==> src/hdl/apfp_pkg.sv <==
`timescale 1ns / 1ps

package apfp_pkg;

   localparam int unsigned BYTE_W = 8;
   localparam int unsigned LEN_W = 16;
   localparam int unsigned SIZE_W = 11;
   localparam int unsigned CNT_W = 6;

   localparam int unsigned MAX_FRAME_BYTES = 1275;
   localparam logic [BYTE_W-1:0] SIZE_ESCAPE = 8'd252;
   localparam logic [BYTE_W-1:0] PAD_CHAIN = 8'd255;
   localparam logic [BYTE_W-1:0] PAD_CHAIN_BYTES = 8'd254;
   localparam int unsigned PAD_FLAG_BIT = 6;
   localparam int unsigned VBR_FLAG_BIT = 7;

   typedef enum logic [1:0] {
      FC_ONE,
      FC_TWO_EQUAL,
      FC_TWO_CODED,
      FC_MULTI
   } fcode_type;

   typedef enum logic [2:0] {
      PH_IDLE,
      PH_C2_LO,
      PH_C2_HI,
      PH_C3_COUNT,
      PH_C3_PAD,
      PH_C3_LO,
      PH_C3_HI
   } phase_type;

   typedef enum logic [2:0] {
      CT_IDLE,
      CT_DIV,
      CT_FILL,
      CT_LASTW,
      CT_READ,
      CT_EMIT,
      CT_FAIL
   } ctl_type;

   typedef enum logic [2:0] {
      ACT_NONE,
      ACT_FAIL,
      ACT_FINISH,
      ACT_SPLIT,
      ACT_DIVIDE
   } act_type;

   // Largest frame count that keeps a packet within 120 ms at 48 kHz
   // (5760 samples), given the frame duration coded in the TOC byte.
   function automatic logic [CNT_W-1:0] max_count(input logic [BYTE_W-1:0] toc_b);
      logic [CNT_W-1:0] res;
      if (toc_b[7]) begin
         unique case (toc_b[4:3])
            2'd0: res = 6'd48;
            2'd1: res = 6'd24;
            2'd2: res = 6'd12;
            default: res = 6'd6;
         endcase
      end else if (toc_b[6:5] == 2'b11) begin
         res = toc_b[3] ? 6'd6 : 6'd12;
      end else begin
         unique case (toc_b[4:3])
            2'd0: res = 6'd12;
            2'd1: res = 6'd6;
            2'd2: res = 6'd3;
            default: res = 6'd2;
         endcase
      end
      return res;
   endfunction

endpackage

==> src/hdl/apfp_if.sv <==
`timescale 1ns / 1ps

interface apfp_req_if;
   logic valid;
   logic ready;
   logic [apfp_pkg::BYTE_W-1:0] data_byte;
   logic packet_start;
   logic [apfp_pkg::LEN_W-1:0] packet_len;

   modport source (output valid, data_byte, packet_start, packet_len, input ready);
   modport sink (input valid, data_byte, packet_start, packet_len, output ready);
endinterface

interface apfp_rsp_if;
   logic valid;
   logic ready;
   logic status;
   logic [apfp_pkg::BYTE_W-1:0] toc;
   logic [apfp_pkg::CNT_W-1:0] frame_count;
   logic [apfp_pkg::CNT_W-1:0] frame_index;
   logic [apfp_pkg::LEN_W-1:0] frame_offset;
   logic [apfp_pkg::SIZE_W-1:0] frame_size;
   logic [apfp_pkg::LEN_W-1:0] header_len;
   logic last_record;

   modport source (output valid, status, toc, frame_count, frame_index, frame_offset,
                   frame_size, header_len, last_record, input ready);
   modport sink (input valid, status, toc, frame_count, frame_index, frame_offset,
                 frame_size, header_len, last_record, output ready);
endinterface

==> src/hdl/apfp_ram.sv <==
`timescale 1ns / 1ps

module apfp_ram #(
   parameter int unsigned WIDTH = 11,
   parameter int unsigned DEPTH = 48
) (
   input  logic clock,
   input  logic we,
   input  logic [((DEPTH > 1) ? $clog2(DEPTH) : 1)-1:0] waddr,
   input  logic [WIDTH-1:0] wdata,
   input  logic re,
   input  logic [((DEPTH > 1) ? $clog2(DEPTH) : 1)-1:0] raddr,
   output logic [WIDTH-1:0] rdata
);

   logic [WIDTH-1:0] mem_ff [DEPTH];
   logic [WIDTH-1:0] rdata_ff;

   always_ff @(posedge clock) begin
      if (we) begin
         mem_ff[waddr] <= wdata;
      end
      if (re) begin
         rdata_ff <= mem_ff[raddr];
      end
   end

   assign rdata = rdata_ff;

endmodule

==> src/hdl/apfp_div.sv <==
`timescale 1ns / 1ps

module apfp_div (
   input  logic clock,
   input  logic reset,
   input  logic start,
   input  logic [apfp_pkg::LEN_W-1:0] dividend,
   input  logic [apfp_pkg::CNT_W-1:0] divisor,
   output logic done,
   output logic [apfp_pkg::LEN_W-1:0] quotient,
   output logic [apfp_pkg::CNT_W-1:0] remainder
);

   localparam int unsigned LW = apfp_pkg::LEN_W;
   localparam int unsigned CW = apfp_pkg::CNT_W;
   localparam int unsigned STEP_W = $clog2(LW + 1);

   logic [STEP_W-1:0] step_ff, step_in;
   logic done_ff, done_in;
   logic [LW-1:0] quo_ff, quo_in;
   logic [CW-1:0] rem_ff, rem_in;
   logic [CW-1:0] dsr_ff, dsr_in;
   logic [CW:0] trial;
   logic [CW:0] diff;

   // Restoring division, one quotient bit per cycle. The partial remainder
   // stays below the divisor, so the top bit of diff is a clean borrow flag.
   always_comb begin
      trial = {rem_ff, quo_ff[LW-1]};
      diff = trial - {1'b0, dsr_ff};
      step_in = step_ff;
      quo_in = quo_ff;
      rem_in = rem_ff;
      dsr_in = dsr_ff;
      done_in = 1'b0;
      if (start) begin
         quo_in = dividend;
         rem_in = '0;
         dsr_in = divisor;
         step_in = STEP_W'(LW);
      end else if (step_ff != '0) begin
         rem_in = diff[CW] ? trial[CW-1:0] : diff[CW-1:0];
         quo_in = {quo_ff[LW-2:0], ~diff[CW]};
         step_in = step_ff - STEP_W'(1);
         done_in = (step_ff == STEP_W'(1));
      end
   end

   always_ff @(posedge clock) begin
      if (reset) begin
         step_ff <= '0;
         done_ff <= 1'b0;
      end else begin
         step_ff <= step_in;
         done_ff <= done_in;
      end
      quo_ff <= quo_in;
      rem_ff <= rem_in;
      dsr_ff <= dsr_in;
   end

   assign done = done_ff;
   assign quotient = quo_ff;
   assign remainder = rem_ff;

endmodule

==> src/hdl/audio_packet_frame_parser_top.sv <==
`timescale 1ns / 1ps
// Header bytes are taken one per cycle; payload bytes after the header are taken and dropped.
// The first record follows the byte that ends the header through the last-size write and a size
// memory read; equal frame sizes are filled in first, and a code 3 equal split waits on the divider.
// Each record then takes a size memory read and is presented until taken; no byte is taken meanwhile.
// Synchronous active-high reset returns the sequencer and parse phase to idle.
// The frame size memory is not cleared; every entry read was written for the current packet.

module audio_packet_frame_parser_top #(
   parameter int unsigned MAX_FRAMES = 48,
   parameter int unsigned MAX_PACKET_BYTES = 65535
) (
   input logic clock,
   input logic reset,
   apfp_req_if.sink req_ch,
   apfp_rsp_if.source rsp_ch
);

   localparam int unsigned IDX_W = (MAX_FRAMES > 1) ? $clog2(MAX_FRAMES) : 1;
   localparam int unsigned LW = apfp_pkg::LEN_W;
   localparam int unsigned SW = apfp_pkg::SIZE_W;
   localparam int unsigned CW = apfp_pkg::CNT_W;
   localparam int unsigned BW = apfp_pkg::BYTE_W;

   apfp_pkg::ctl_type ctl_ff, ctl_in;
   apfp_pkg::phase_type phase_ff, phase_in;
   apfp_pkg::act_type act;
   apfp_pkg::fcode_type fcode;

   logic [BW-1:0] toc_ff, toc_in;
   logic [CW-1:0] nfr_ff, nfr_in;
   logic [LW-1:0] rem_ff, rem_in;
   logic [LW-1:0] hdr_ff, hdr_in;
   logic [BW-1:0] low_ff, low_in;
   logic [CW-1:0] sidx_ff, sidx_in;
   logic [LW-1:0] avail_ff, avail_in;
   // Two's complement byte budget: bytes left minus padding, and later
   // minus the coded sizes already taken.
   logic [LW+1:0] budget_ff, budget_in;
   logic [SW-1:0] fin_ff, fin_in;
   logic [SW-1:0] fill_ff, fill_in;
   logic [CW-1:0] ctr_ff, ctr_in;
   logic [LW-1:0] off_ff, off_in;

   logic [BW-1:0] data_b;
   logic [LW-1:0] plen_dec;
   logic [LW-1:0] rem_dec;
   logic [LW-1:0] avail_dec;
   logic [SW-1:0] big_size;
   logic [SW-1:0] sz_take;
   logic [SW-1:0] c2_size;
   logic [LW:0] c2_left;
   logic [LW+1:0] pad_budget;
   logic [LW+1:0] take_budget;
   logic [LW+1:0] ap_budget;
   logic [LW:0] fin_cand;
   logic do_after;
   logic last_idx;

   logic ram_we;
   logic [IDX_W-1:0] ram_waddr;
   logic [SW-1:0] ram_wdata;
   logic ram_re;
   logic [SW-1:0] ram_q;

   logic div_start;
   logic div_done;
   logic [LW-1:0] div_q;
   logic [CW-1:0] div_r;

   apfp_ram #(
      .WIDTH(SW),
      .DEPTH(MAX_FRAMES)
   ) u_size_ram (
      .clock(clock),
      .we(ram_we),
      .waddr(ram_waddr),
      .wdata(ram_wdata),
      .re(ram_re),
      .raddr(ctr_ff[IDX_W-1:0]),
      .rdata(ram_q)
   );

   apfp_div u_div (
      .clock(clock),
      .reset(reset),
      .start(div_start),
      .dividend(ap_budget[LW-1:0]),
      .divisor(nfr_in),
      .done(div_done),
      .quotient(div_q),
      .remainder(div_r)
   );

   assign data_b = req_ch.data_byte;
   assign fcode = apfp_pkg::fcode_type'(req_ch.data_byte[1:0]);
   assign plen_dec = req_ch.packet_len - LW'(1);
   assign rem_dec = rem_ff - LW'(1);
   assign avail_dec = avail_ff - LW'(1);
   assign big_size = SW'({data_b, 2'b00}) + SW'(low_ff);
   assign sz_take = (phase_ff == apfp_pkg::PH_C3_HI) ? big_size : SW'(data_b);
   assign c2_size = (phase_ff == apfp_pkg::PH_C2_HI) ? big_size : SW'(data_b);
   assign c2_left = {1'b0, rem_dec} - (LW + 1)'(c2_size);
   assign take_budget = budget_ff - (LW + 2)'(1) - (LW + 2)'(sz_take);
   assign pad_budget = budget_ff[LW+1] ? budget_ff :
                       budget_ff - (LW + 2)'(1) -
                       (LW + 2)'((data_b == apfp_pkg::PAD_CHAIN) ?
                                 apfp_pkg::PAD_CHAIN_BYTES : data_b);
   assign last_idx = (ctr_ff == nfr_ff - CW'(1));

   always_comb begin
      ctl_in = ctl_ff;
      phase_in = phase_ff;
      toc_in = toc_ff;
      nfr_in = nfr_ff;
      rem_in = rem_ff;
      hdr_in = hdr_ff;
      low_in = low_ff;
      sidx_in = sidx_ff;
      avail_in = avail_ff;
      budget_in = budget_ff;
      fin_in = fin_ff;
      fill_in = fill_ff;
      ctr_in = ctr_ff;
      off_in = off_ff;
      act = apfp_pkg::ACT_NONE;
      fin_cand = '0;
      do_after = 1'b0;
      ap_budget = '0;
      ram_we = 1'b0;
      ram_waddr = '0;
      ram_wdata = '0;
      ram_re = 1'b0;
      div_start = 1'b0;

      unique case (ctl_ff)
         apfp_pkg::CT_IDLE: begin
            if (req_ch.valid) begin
               if (req_ch.packet_start) begin
                  toc_in = data_b;
                  hdr_in = LW'(1);
                  low_in = '0;
                  sidx_in = '0;
                  nfr_in = '0;
                  phase_in = apfp_pkg::PH_IDLE;
                  if (req_ch.packet_len == '0 ||
                      (LW + 1)'(req_ch.packet_len) > (LW + 1)'(MAX_PACKET_BYTES)) begin
                     act = apfp_pkg::ACT_FAIL;
                  end else begin
                     rem_in = plen_dec;
                     unique case (fcode)
                        apfp_pkg::FC_ONE: begin
                           nfr_in = CW'(1);
                           act = apfp_pkg::ACT_FINISH;
                           fin_cand = (LW + 1)'(plen_dec);
                        end
                        apfp_pkg::FC_TWO_EQUAL: begin
                           nfr_in = CW'(2);
                           fin_cand = (LW + 1)'(plen_dec[LW-1:1]);
                           act = plen_dec[0] ? apfp_pkg::ACT_FAIL : apfp_pkg::ACT_SPLIT;
                        end
                        apfp_pkg::FC_TWO_CODED: begin
                           nfr_in = CW'(2);
                           phase_in = apfp_pkg::PH_C2_LO;
                           if (plen_dec == '0) act = apfp_pkg::ACT_FAIL;
                        end
                        apfp_pkg::FC_MULTI: begin
                           phase_in = apfp_pkg::PH_C3_COUNT;
                           if (plen_dec == '0) act = apfp_pkg::ACT_FAIL;
                        end
                     endcase
                  end
               end else if (phase_ff == apfp_pkg::PH_IDLE || rem_ff == '0) begin
                  phase_in = apfp_pkg::PH_IDLE;
               end else begin
                  rem_in = rem_dec;
                  hdr_in = hdr_ff + LW'(1);
                  unique case (phase_ff)
                     apfp_pkg::PH_C2_LO, apfp_pkg::PH_C2_HI: begin
                        if (phase_ff == apfp_pkg::PH_C2_LO &&
                            data_b >= apfp_pkg::SIZE_ESCAPE) begin
                           low_in = data_b;
                           phase_in = apfp_pkg::PH_C2_HI;
                           if (rem_dec == '0) act = apfp_pkg::ACT_FAIL;
                        end else if (c2_left[LW]) begin
                           act = apfp_pkg::ACT_FAIL;
                        end else begin
                           ram_we = 1'b1;
                           ram_wdata = c2_size;
                           act = apfp_pkg::ACT_FINISH;
                           fin_cand = c2_left;
                        end
                     end
                     apfp_pkg::PH_C3_COUNT: begin
                        if (data_b[CW-1:0] == '0 ||
                            (CW + 1)'(data_b[CW-1:0]) > (CW + 1)'(MAX_FRAMES) ||
                            data_b[CW-1:0] > apfp_pkg::max_count(toc_ff)) begin
                           act = apfp_pkg::ACT_FAIL;
                        end else begin
                           nfr_in = data_b[CW-1:0];
                           low_in = data_b;
                           budget_in = (LW + 2)'(rem_dec);
                           if (data_b[apfp_pkg::PAD_FLAG_BIT]) begin
                              phase_in = apfp_pkg::PH_C3_PAD;
                              if (rem_dec == '0) act = apfp_pkg::ACT_FAIL;
                           end else begin
                              do_after = 1'b1;
                              ap_budget = (LW + 2)'(rem_dec);
                           end
                        end
                     end
                     apfp_pkg::PH_C3_PAD: begin
                        budget_in = pad_budget;
                        if (data_b == apfp_pkg::PAD_CHAIN) begin
                           if (rem_dec == '0) act = apfp_pkg::ACT_FAIL;
                        end else begin
                           do_after = 1'b1;
                           ap_budget = pad_budget;
                        end
                     end
                     apfp_pkg::PH_C3_LO, apfp_pkg::PH_C3_HI: begin
                        avail_in = avail_dec;
                        if (phase_ff == apfp_pkg::PH_C3_LO &&
                            data_b >= apfp_pkg::SIZE_ESCAPE) begin
                           low_in = data_b;
                           phase_in = apfp_pkg::PH_C3_HI;
                           budget_in = budget_ff - (LW + 2)'(1);
                           if (avail_dec == '0) act = apfp_pkg::ACT_FAIL;
                        end else if (LW'(sz_take) > avail_dec) begin
                           act = apfp_pkg::ACT_FAIL;
                        end else begin
                           ram_we = 1'b1;
                           ram_waddr = sidx_ff[IDX_W-1:0];
                           ram_wdata = sz_take;
                           sidx_in = sidx_ff + CW'(1);
                           budget_in = take_budget;
                           // The last frame's size is implied once all but one are coded.
                           if ((CW + 1)'(sidx_ff) + (CW + 1)'(2) >= (CW + 1)'(nfr_ff)) begin
                              if (take_budget[LW+1]) begin
                                 act = apfp_pkg::ACT_FAIL;
                              end else begin
                                 act = apfp_pkg::ACT_FINISH;
                                 fin_cand = take_budget[LW:0];
                              end
                           end else begin
                              phase_in = apfp_pkg::PH_C3_LO;
                              if (avail_dec == '0) act = apfp_pkg::ACT_FAIL;
                           end
                        end
                     end
                     default: begin
                        phase_in = apfp_pkg::PH_IDLE;
                     end
                  endcase
               end

               // Padding is known: choose coded sizes or an equal split.
               if (do_after) begin
                  if (ap_budget[LW+1]) begin
                     act = apfp_pkg::ACT_FAIL;
                  end else if (low_in[apfp_pkg::VBR_FLAG_BIT]) begin
                     if (nfr_in == CW'(1)) begin
                        act = apfp_pkg::ACT_FINISH;
                        fin_cand = ap_budget[LW:0];
                     end else begin
                        phase_in = apfp_pkg::PH_C3_LO;
                        avail_in = ap_budget[LW-1:0];
                        budget_in = ap_budget;
                        sidx_in = '0;
                        if (ap_budget == '0) act = apfp_pkg::ACT_FAIL;
                     end
                  end else begin
                     act = apfp_pkg::ACT_DIVIDE;
                  end
               end

               if ((act == apfp_pkg::ACT_FINISH || act == apfp_pkg::ACT_SPLIT) &&
                   (fin_cand > (LW + 1)'(apfp_pkg::MAX_FRAME_BYTES) || nfr_in == '0 ||
                    (CW + 1)'(nfr_in) > (CW + 1)'(MAX_FRAMES))) begin
                  act = apfp_pkg::ACT_FAIL;
               end

               unique case (act)
                  apfp_pkg::ACT_NONE: begin
                  end
                  apfp_pkg::ACT_FAIL: begin
                     phase_in = apfp_pkg::PH_IDLE;
                     ctl_in = apfp_pkg::CT_FAIL;
                  end
                  apfp_pkg::ACT_FINISH: begin
                     phase_in = apfp_pkg::PH_IDLE;
                     fin_in = fin_cand[SW-1:0];
                     ctl_in = apfp_pkg::CT_LASTW;
                  end
                  apfp_pkg::ACT_SPLIT: begin
                     phase_in = apfp_pkg::PH_IDLE;
                     fin_in = fin_cand[SW-1:0];
                     fill_in = fin_cand[SW-1:0];
                     ctr_in = '0;
                     ctl_in = apfp_pkg::CT_FILL;
                  end
                  apfp_pkg::ACT_DIVIDE: begin
                     phase_in = apfp_pkg::PH_IDLE;
                     div_start = 1'b1;
                     ctl_in = apfp_pkg::CT_DIV;
                  end
               endcase
            end
         end

         apfp_pkg::CT_DIV: begin
            if (div_done) begin
               if (div_r != '0 || div_q > LW'(apfp_pkg::MAX_FRAME_BYTES)) begin
                  ctl_in = apfp_pkg::CT_FAIL;
               end else begin
                  fin_in = div_q[SW-1:0];
                  fill_in = div_q[SW-1:0];
                  ctr_in = '0;
                  ctl_in = (nfr_ff > CW'(1)) ? apfp_pkg::CT_FILL : apfp_pkg::CT_LASTW;
               end
            end
         end

         apfp_pkg::CT_FILL: begin
            ram_we = 1'b1;
            ram_waddr = ctr_ff[IDX_W-1:0];
            ram_wdata = fill_ff;
            ctr_in = ctr_ff + CW'(1);
            if ((CW + 1)'(ctr_ff) + (CW + 1)'(2) >= (CW + 1)'(nfr_ff)) begin
               ctl_in = apfp_pkg::CT_LASTW;
            end
         end

         apfp_pkg::CT_LASTW: begin
            ram_we = 1'b1;
            ram_waddr = IDX_W'(nfr_ff - CW'(1));
            ram_wdata = fin_ff;
            ctr_in = '0;
            off_in = hdr_ff;
            ctl_in = apfp_pkg::CT_READ;
         end

         apfp_pkg::CT_READ: begin
            ram_re = 1'b1;
            ctl_in = apfp_pkg::CT_EMIT;
         end

         apfp_pkg::CT_EMIT: begin
            if (rsp_ch.ready) begin
               off_in = off_ff + LW'(ram_q);
               if (last_idx) begin
                  ctl_in = apfp_pkg::CT_IDLE;
               end else begin
                  ctr_in = ctr_ff + CW'(1);
                  ctl_in = apfp_pkg::CT_READ;
               end
            end
         end

         apfp_pkg::CT_FAIL: begin
            if (rsp_ch.ready) begin
               ctl_in = apfp_pkg::CT_IDLE;
            end
         end

         default: begin
            ctl_in = apfp_pkg::CT_IDLE;
         end
      endcase
   end

   always_ff @(posedge clock) begin
      if (reset) begin
         ctl_ff <= apfp_pkg::CT_IDLE;
         phase_ff <= apfp_pkg::PH_IDLE;
      end else begin
         ctl_ff <= ctl_in;
         phase_ff <= phase_in;
      end
      toc_ff <= toc_in;
      nfr_ff <= nfr_in;
      rem_ff <= rem_in;
      hdr_ff <= hdr_in;
      low_ff <= low_in;
      sidx_ff <= sidx_in;
      avail_ff <= avail_in;
      budget_ff <= budget_in;
      fin_ff <= fin_in;
      fill_ff <= fill_in;
      ctr_ff <= ctr_in;
      off_ff <= off_in;
   end

   assign req_ch.ready = (ctl_ff == apfp_pkg::CT_IDLE);

   assign rsp_ch.valid = (ctl_ff == apfp_pkg::CT_EMIT) || (ctl_ff == apfp_pkg::CT_FAIL);
   assign rsp_ch.status = (ctl_ff == apfp_pkg::CT_FAIL);
   assign rsp_ch.toc = toc_ff;
   assign rsp_ch.frame_count = rsp_ch.status ? '0 : nfr_ff;
   assign rsp_ch.frame_index = rsp_ch.status ? '0 : ctr_ff;
   assign rsp_ch.frame_offset = rsp_ch.status ? '0 : off_ff;
   assign rsp_ch.frame_size = rsp_ch.status ? '0 : ram_q;
   assign rsp_ch.header_len = rsp_ch.status ? '0 : hdr_ff;
   assign rsp_ch.last_record = rsp_ch.status | last_idx;

endmodule

==> src/flat_wrapper.sv <==
// flat-port wrapper written by rule: the top's interface ports become plain ports
module audio_packet_frame_parser_top_flat 
#(
   parameter int unsigned MAX_FRAMES = 48,
   parameter int unsigned MAX_PACKET_BYTES = 65535
)
  (clock, reset, req_ch_valid, req_ch_data_byte, req_ch_packet_start, req_ch_packet_len, req_ch_ready, rsp_ch_valid, rsp_ch_status, rsp_ch_toc, rsp_ch_frame_count, rsp_ch_frame_index, rsp_ch_frame_offset, rsp_ch_frame_size, rsp_ch_header_len, rsp_ch_last_record, rsp_ch_ready);
  apfp_req_if req_ch_i ();
  apfp_rsp_if rsp_ch_i ();
  input logic clock;
  input logic reset;
  input wire logic [$bits(req_ch_i.valid)-1:0] req_ch_valid;
  input wire logic [$bits(req_ch_i.data_byte)-1:0] req_ch_data_byte;
  input wire logic [$bits(req_ch_i.packet_start)-1:0] req_ch_packet_start;
  input wire logic [$bits(req_ch_i.packet_len)-1:0] req_ch_packet_len;
  output wire logic [$bits(req_ch_i.ready)-1:0] req_ch_ready;
  output wire logic [$bits(rsp_ch_i.valid)-1:0] rsp_ch_valid;
  output wire logic [$bits(rsp_ch_i.status)-1:0] rsp_ch_status;
  output wire logic [$bits(rsp_ch_i.toc)-1:0] rsp_ch_toc;
  output wire logic [$bits(rsp_ch_i.frame_count)-1:0] rsp_ch_frame_count;
  output wire logic [$bits(rsp_ch_i.frame_index)-1:0] rsp_ch_frame_index;
  output wire logic [$bits(rsp_ch_i.frame_offset)-1:0] rsp_ch_frame_offset;
  output wire logic [$bits(rsp_ch_i.frame_size)-1:0] rsp_ch_frame_size;
  output wire logic [$bits(rsp_ch_i.header_len)-1:0] rsp_ch_header_len;
  output wire logic [$bits(rsp_ch_i.last_record)-1:0] rsp_ch_last_record;
  input wire logic [$bits(rsp_ch_i.ready)-1:0] rsp_ch_ready;
  assign req_ch_i.valid = req_ch_valid;
  assign req_ch_i.data_byte = req_ch_data_byte;
  assign req_ch_i.packet_start = req_ch_packet_start;
  assign req_ch_i.packet_len = req_ch_packet_len;
  assign req_ch_ready = req_ch_i.ready;
  assign rsp_ch_valid = rsp_ch_i.valid;
  assign rsp_ch_status = rsp_ch_i.status;
  assign rsp_ch_toc = rsp_ch_i.toc;
  assign rsp_ch_frame_count = rsp_ch_i.frame_count;
  assign rsp_ch_frame_index = rsp_ch_i.frame_index;
  assign rsp_ch_frame_offset = rsp_ch_i.frame_offset;
  assign rsp_ch_frame_size = rsp_ch_i.frame_size;
  assign rsp_ch_header_len = rsp_ch_i.header_len;
  assign rsp_ch_last_record = rsp_ch_i.last_record;
  assign rsp_ch_i.ready = rsp_ch_ready;
  audio_packet_frame_parser_top #(.MAX_FRAMES(MAX_FRAMES), .MAX_PACKET_BYTES(MAX_PACKET_BYTES)) u_core (.clock(clock), .reset(reset), .req_ch(req_ch_i), .rsp_ch(rsp_ch_i));
endmodule
==> config.mk <==
export PLATFORM = sky130hd
export DESIGN_NAME = audio_packet_frame_parser_top_flat
export DESIGN_NICKNAME = d
export VERILOG_FILES = /design/src/hdl/apfp_pkg.sv /design/src/hdl/apfp_if.sv /design/src/hdl/apfp_ram.sv /design/src/hdl/apfp_div.sv /design/src/hdl/audio_packet_frame_parser_top.sv /design/src/flat_wrapper.sv
export SDC_FILE = /design/constraint.sdc
export NUM_CORES = 1
export LEC_CHECK = 0
export BUFFER_PORTS_ARGS = -buffer_cell sky130_fd_sc_hd__buf_4
export CELL_PAD_IN_SITES_DETAIL_PLACEMENT = 0
export CELL_PAD_IN_SITES_GLOBAL_PLACEMENT = 1
export CORE_AREA = 2 2 383 290
export CTS_CLUSTER_DIAMETER = 80
export CTS_CLUSTER_SIZE = 24
export DETAILED_ROUTE_END_ITERATION = 12
export DIE_AREA = 0 0 385 292
export PLACE_DENSITY_LB_ADDON = 0.1
export SLEW_MARGIN = 15
export SYNTH_ARGS = -nofsm -noshare
export SYNTH_HDL_FRONTEND = slang
export SYNTH_SLANG_ARGS = --single-unit
==> constraint.sdc <==
create_clock -name clock -period 5.47 [get_ports clock]
set_input_delay 0.2735 -clock clock [delete_from_list [all_inputs] [get_ports clock]]
set_output_delay 0.2735 -clock clock [all_outputs]
set_load 0.005 [all_outputs]
==> results.json <==
{
  "maxCapViolCount": 0,
  "synth.distinct_cells": 101,
  "multi_input_area_um2": 15780,
  "clkPwrFrac_pct": 17.5,
  "antenna_found_initial": 7,
  "routedWlPerCell_um": 28.63,
  "setup-tns-final_ps": 0,
  "p_leak_nw": 15.64,
  "ctsLongestPathBuffers": 3,
  "hold_path_class": "input port to flip-flop",
  "internal_power_mw": 12.38,
  "p_seq_share_pct": 38.3,
  "drc": 0,
  "drive_gt1_share_pct": 22.38,
  "die-width_um": 385,
  "end_kind": "flip-flop",
  "vias": 27910,
  "fin_crit_ps": 5360,
  "yosysWarnings": 0,
  "syn_inst": 3040,
  "ir_drop_uv": 348.8,
  "avgSynthCellArea_um2": 12.45,
  "worst_clock_skew_ps": 41.21,
  "synth-async-reset-ratio_pct": 0,
  "synth-seq-cells": 717,
  "ys.flop_type": "edfxtp_1",
  "yosysSeqAreaShare_pct": 56.24,
  "placed_area_um2": 42630,
  "core_um2": 108600,
  "clkTransAtPathRegs_ps": 100,
  "ant_nets": 0,
  "crit_chain": "dlygate4sd3_1 -> buf_4 -> buf_4 -> inv_1 -> buf_4 -> ha_1 -> or4b_1 -> o221a_2 -> and3_1 -> nand2_2 -> mux2_2 -> nor2_1 -> a41o_1 -> o211ai_1 -> a211o_1 -> a211o_2 -> nor3b_4 -> o21a_1 -> buf_12",
  "final_core_util_pct": 40.79,
  "clock-sinks": 717,
  "p_sw_share_pct": 39.55,
  "design_area_um2": 44320,
  "io_buffers": 95,
  "timing.critical_path.mode_cell": "buf_4",
  "p_comb_share_pct": 44.3,
  "rows": 105,
  "period_share_pct": 97.99,
  "area_growth_pct": 17.06,
  "wl_um": 139000,
  "max_freq_mhz": 186.6,
  "fillCellCount": 10240,
  "grt_max_degree": 126,
  "dieHeight_um": 292,
  "regArea_um2": 21290,
  "max_stage_delay_ps": 530,
  "cts_tree": "done",
  "track_usage_pct": 24.30,
  "htree_levels": 2,
  "grt_overflow_total": 0,
  "dp_hpwl_um": 102900,
  "viasPerCell": 5.750,
  "final_nets": 3533,
  "drt_iter0_markers": 3130,
  "synth_nets": 3182,
  "crit_slowest_cell": "dlygate4sd3_1",
  "worst_pin_slew_ps": 1160,
  "slew-limit-headroom_pct": 22.67,
  "p_switching_mw": 8.102,
  "powerDensity_nw_per_um2": 462.2,
  "grt_pass1_wl_um": 197400,
  "finalSetupViolCount": 0,
  "crit_fanout": 11,
  "routabilityCongestion": 1.009,
  "clk_latency_ps": 630,
  "grt_pass1_vias": 26390,
  "cts-root-buf": "clkbuf_16",
  "start_util_pct": 34.84,
  "startpoint_type": "input port",
  "hold_violations": 0,
  "drv_slew": 0,
  "outcome": "finished, final reports clean",
  "critPathArrivalTime_ps": 5670,
  "die-area_um2": 112400,
  "cts_buffers": 43,
  "first_pass_iters": 6,
  "mappedNetlistArea_um2": 37860,
  "synth-edff-count": 693,
  "critical_path_class": "input port to flip-flop",
  "critPathRequiredTime_ps": 5780,
  "io_pins": 96
}
==> synth_stat cells (all sizes together) (20+ instances only) <==
cell | number | area [um2]
a211oi | 26 | 195.2
nor4 | 33 | 257.7
xor2 | 77 | 674.4
edfxtp | 693 | 20810
nor3 | 45 | 241.5
o22ai | 39 | 244.0
ha | 107 | 1339
o211ai | 22 | 170.2
a21o | 27 | 202.7
inv | 107 | 401.6
nor2b | 25 | 156.4
a21oi | 139 | 699.4
or3 | 20 | 125.1
mux2i | 56 | 564.3
nand4 | 30 | 193.9
mux4 | 143 | 3221
dfxtp | 24 | 480.5
o31ai | 21 | 172.7
clkbuf | 123 | 461.7
and2 | 65 | 406.6
nand3 | 55 | 280.3
buf | 37 | 156.4
nand2 | 256 | 968.4
o21ai | 184 | 920.9
a31oi | 24 | 171.4
nand2b | 34 | 212.7
nor2 | 288 | 1081
xnor2 | 78 | 713.2
==> what timing repair did <==
item                       CTS  global route
resized for setup            4            42
setup buffers                0             7
hold buffers                 4             0
hold endpoints to repair     8             0
pin swaps                    0             7
setup endpoints to repair  221           552
==> area by class of cell <==
| cell class | instances | area share (%) |
|---|---|---|
| flip-flops and latches | 717 | 48.04 |
| multi-input cells | 2055 | 35.60 |
| repair buffers | 466 | 8.244 |
| well taps | 1444 | 4.077 |
| clock buffers | 45 | 2.541 |
| inverters | 108 | 0.9147 |
| clock inverters | 18 | 0.5731 |
| diodes | 1 | 0.005647 |
==> kinds of logic (layout without fill, tap and decap cells) <==
family                     Yosys count  after routing  share of synthesized area (%)
other                                0              1                              0
AOI/OAI and AO/OA                  648            648                          11.21
DFF                                717            717                          56.24
and+or+nand+nor                    930            930                          12.00
adders and majority gates          113            113                          3.854
xor gates and xnor gates           156            156                          3.725
muxes                              208            208                          10.27
buffers and inverters              268            637                          2.704
==> final timing paths <==
check	startpoint	to	slack [ps]	cells after the start
setup / recovery	req_ch_data_byte[0]	u_core.fill_ff[1]	110	19
hold / removal	req_ch_packet_len[0]	u_core.rem_ff[0]	60	2
setup reg to reg	u_core.avail_ff[0]	u_core.ctr_ff[3]	190	17
hold reg to reg	u_core.u_div.remainder[1]	u_core.u_div.remainder[1]	490	2
==> power by group through the flow <==
stage                     logic, mW  registers [mW]  clock network [mW]
after floorplan                5.23            7.65                   0
after global placement         8.86            7.93                   0
after detailed placement       8.92            7.94                   0
after CTS                      8.96            7.83                3.68
after global routing           9.74            7.90                3.86
final                          9.07            7.84                3.58
==> stage by stage <==
| step | instances | hold slack (ps) | setup slack (ps) | total power [mW] |
|---|---|---|---|---|
| finish | 4854 | 57.06 | 110.1 | 20.48 |
| global route | 4854 | 35.38 | -13.24 | 21.50 |
| CTS | 4846 | 7.748 | 7.819 | 20.47 |
| detailed placement | 4779 | 484.7 | -206.0 | 16.87 |
| global placement | 4779 | 483.4 | -619.0 | 16.79 |
| floorplan | 3040 | 372.4 | 106.2 | 12.88 |
==> flip-flops by register name (all words and copies together) (netlist names), 16 cells and up <==
| register | cells |
|---|---|
| u_core.budget_ff | 18 |
| u_core.u_div.quotient | 16 |
| u_core.off_ff | 16 |
| u_core.u_size_ram.mem_ff | 528 |
| u_core.hdr_ff | 16 |
| u_core.avail_ff | 16 |
| u_core.rem_ff | 16 |
==> metal layers <==
metal  vias up  GRT usage [%]  wire (um)
met5         -              0         13
li1      12330              -          -
met3       101          5.035      12880
met1     14280          41.55      72040
met2      1200          30.90      52120
met4         2          3.544       1904
==> worst max-delay path: cells and delay by family <==
family,cells,cell delay (ps)
adder cells (fa/ha/maj),1,240
buffers and inverters,6,1610
AO/OA/AOI/OAI,6,1770
multiplexers,1,410
AND/OR/NAND/NOR,5,1330
==> cell usage in the layout, fill, tap and decap left out, drive strengths merged, types with 55 or more instances in the layout <==
master and count:
edfxtp 693, buf 462, nor2 288, nand2 256
o21ai 184, mux4 143, a21oi 139, inv 116
ha 107, xnor2 78, xor2 77, and2 65
mux2i 56, nand3 55
Note: power is estimated with default switching activity, not from simulation.
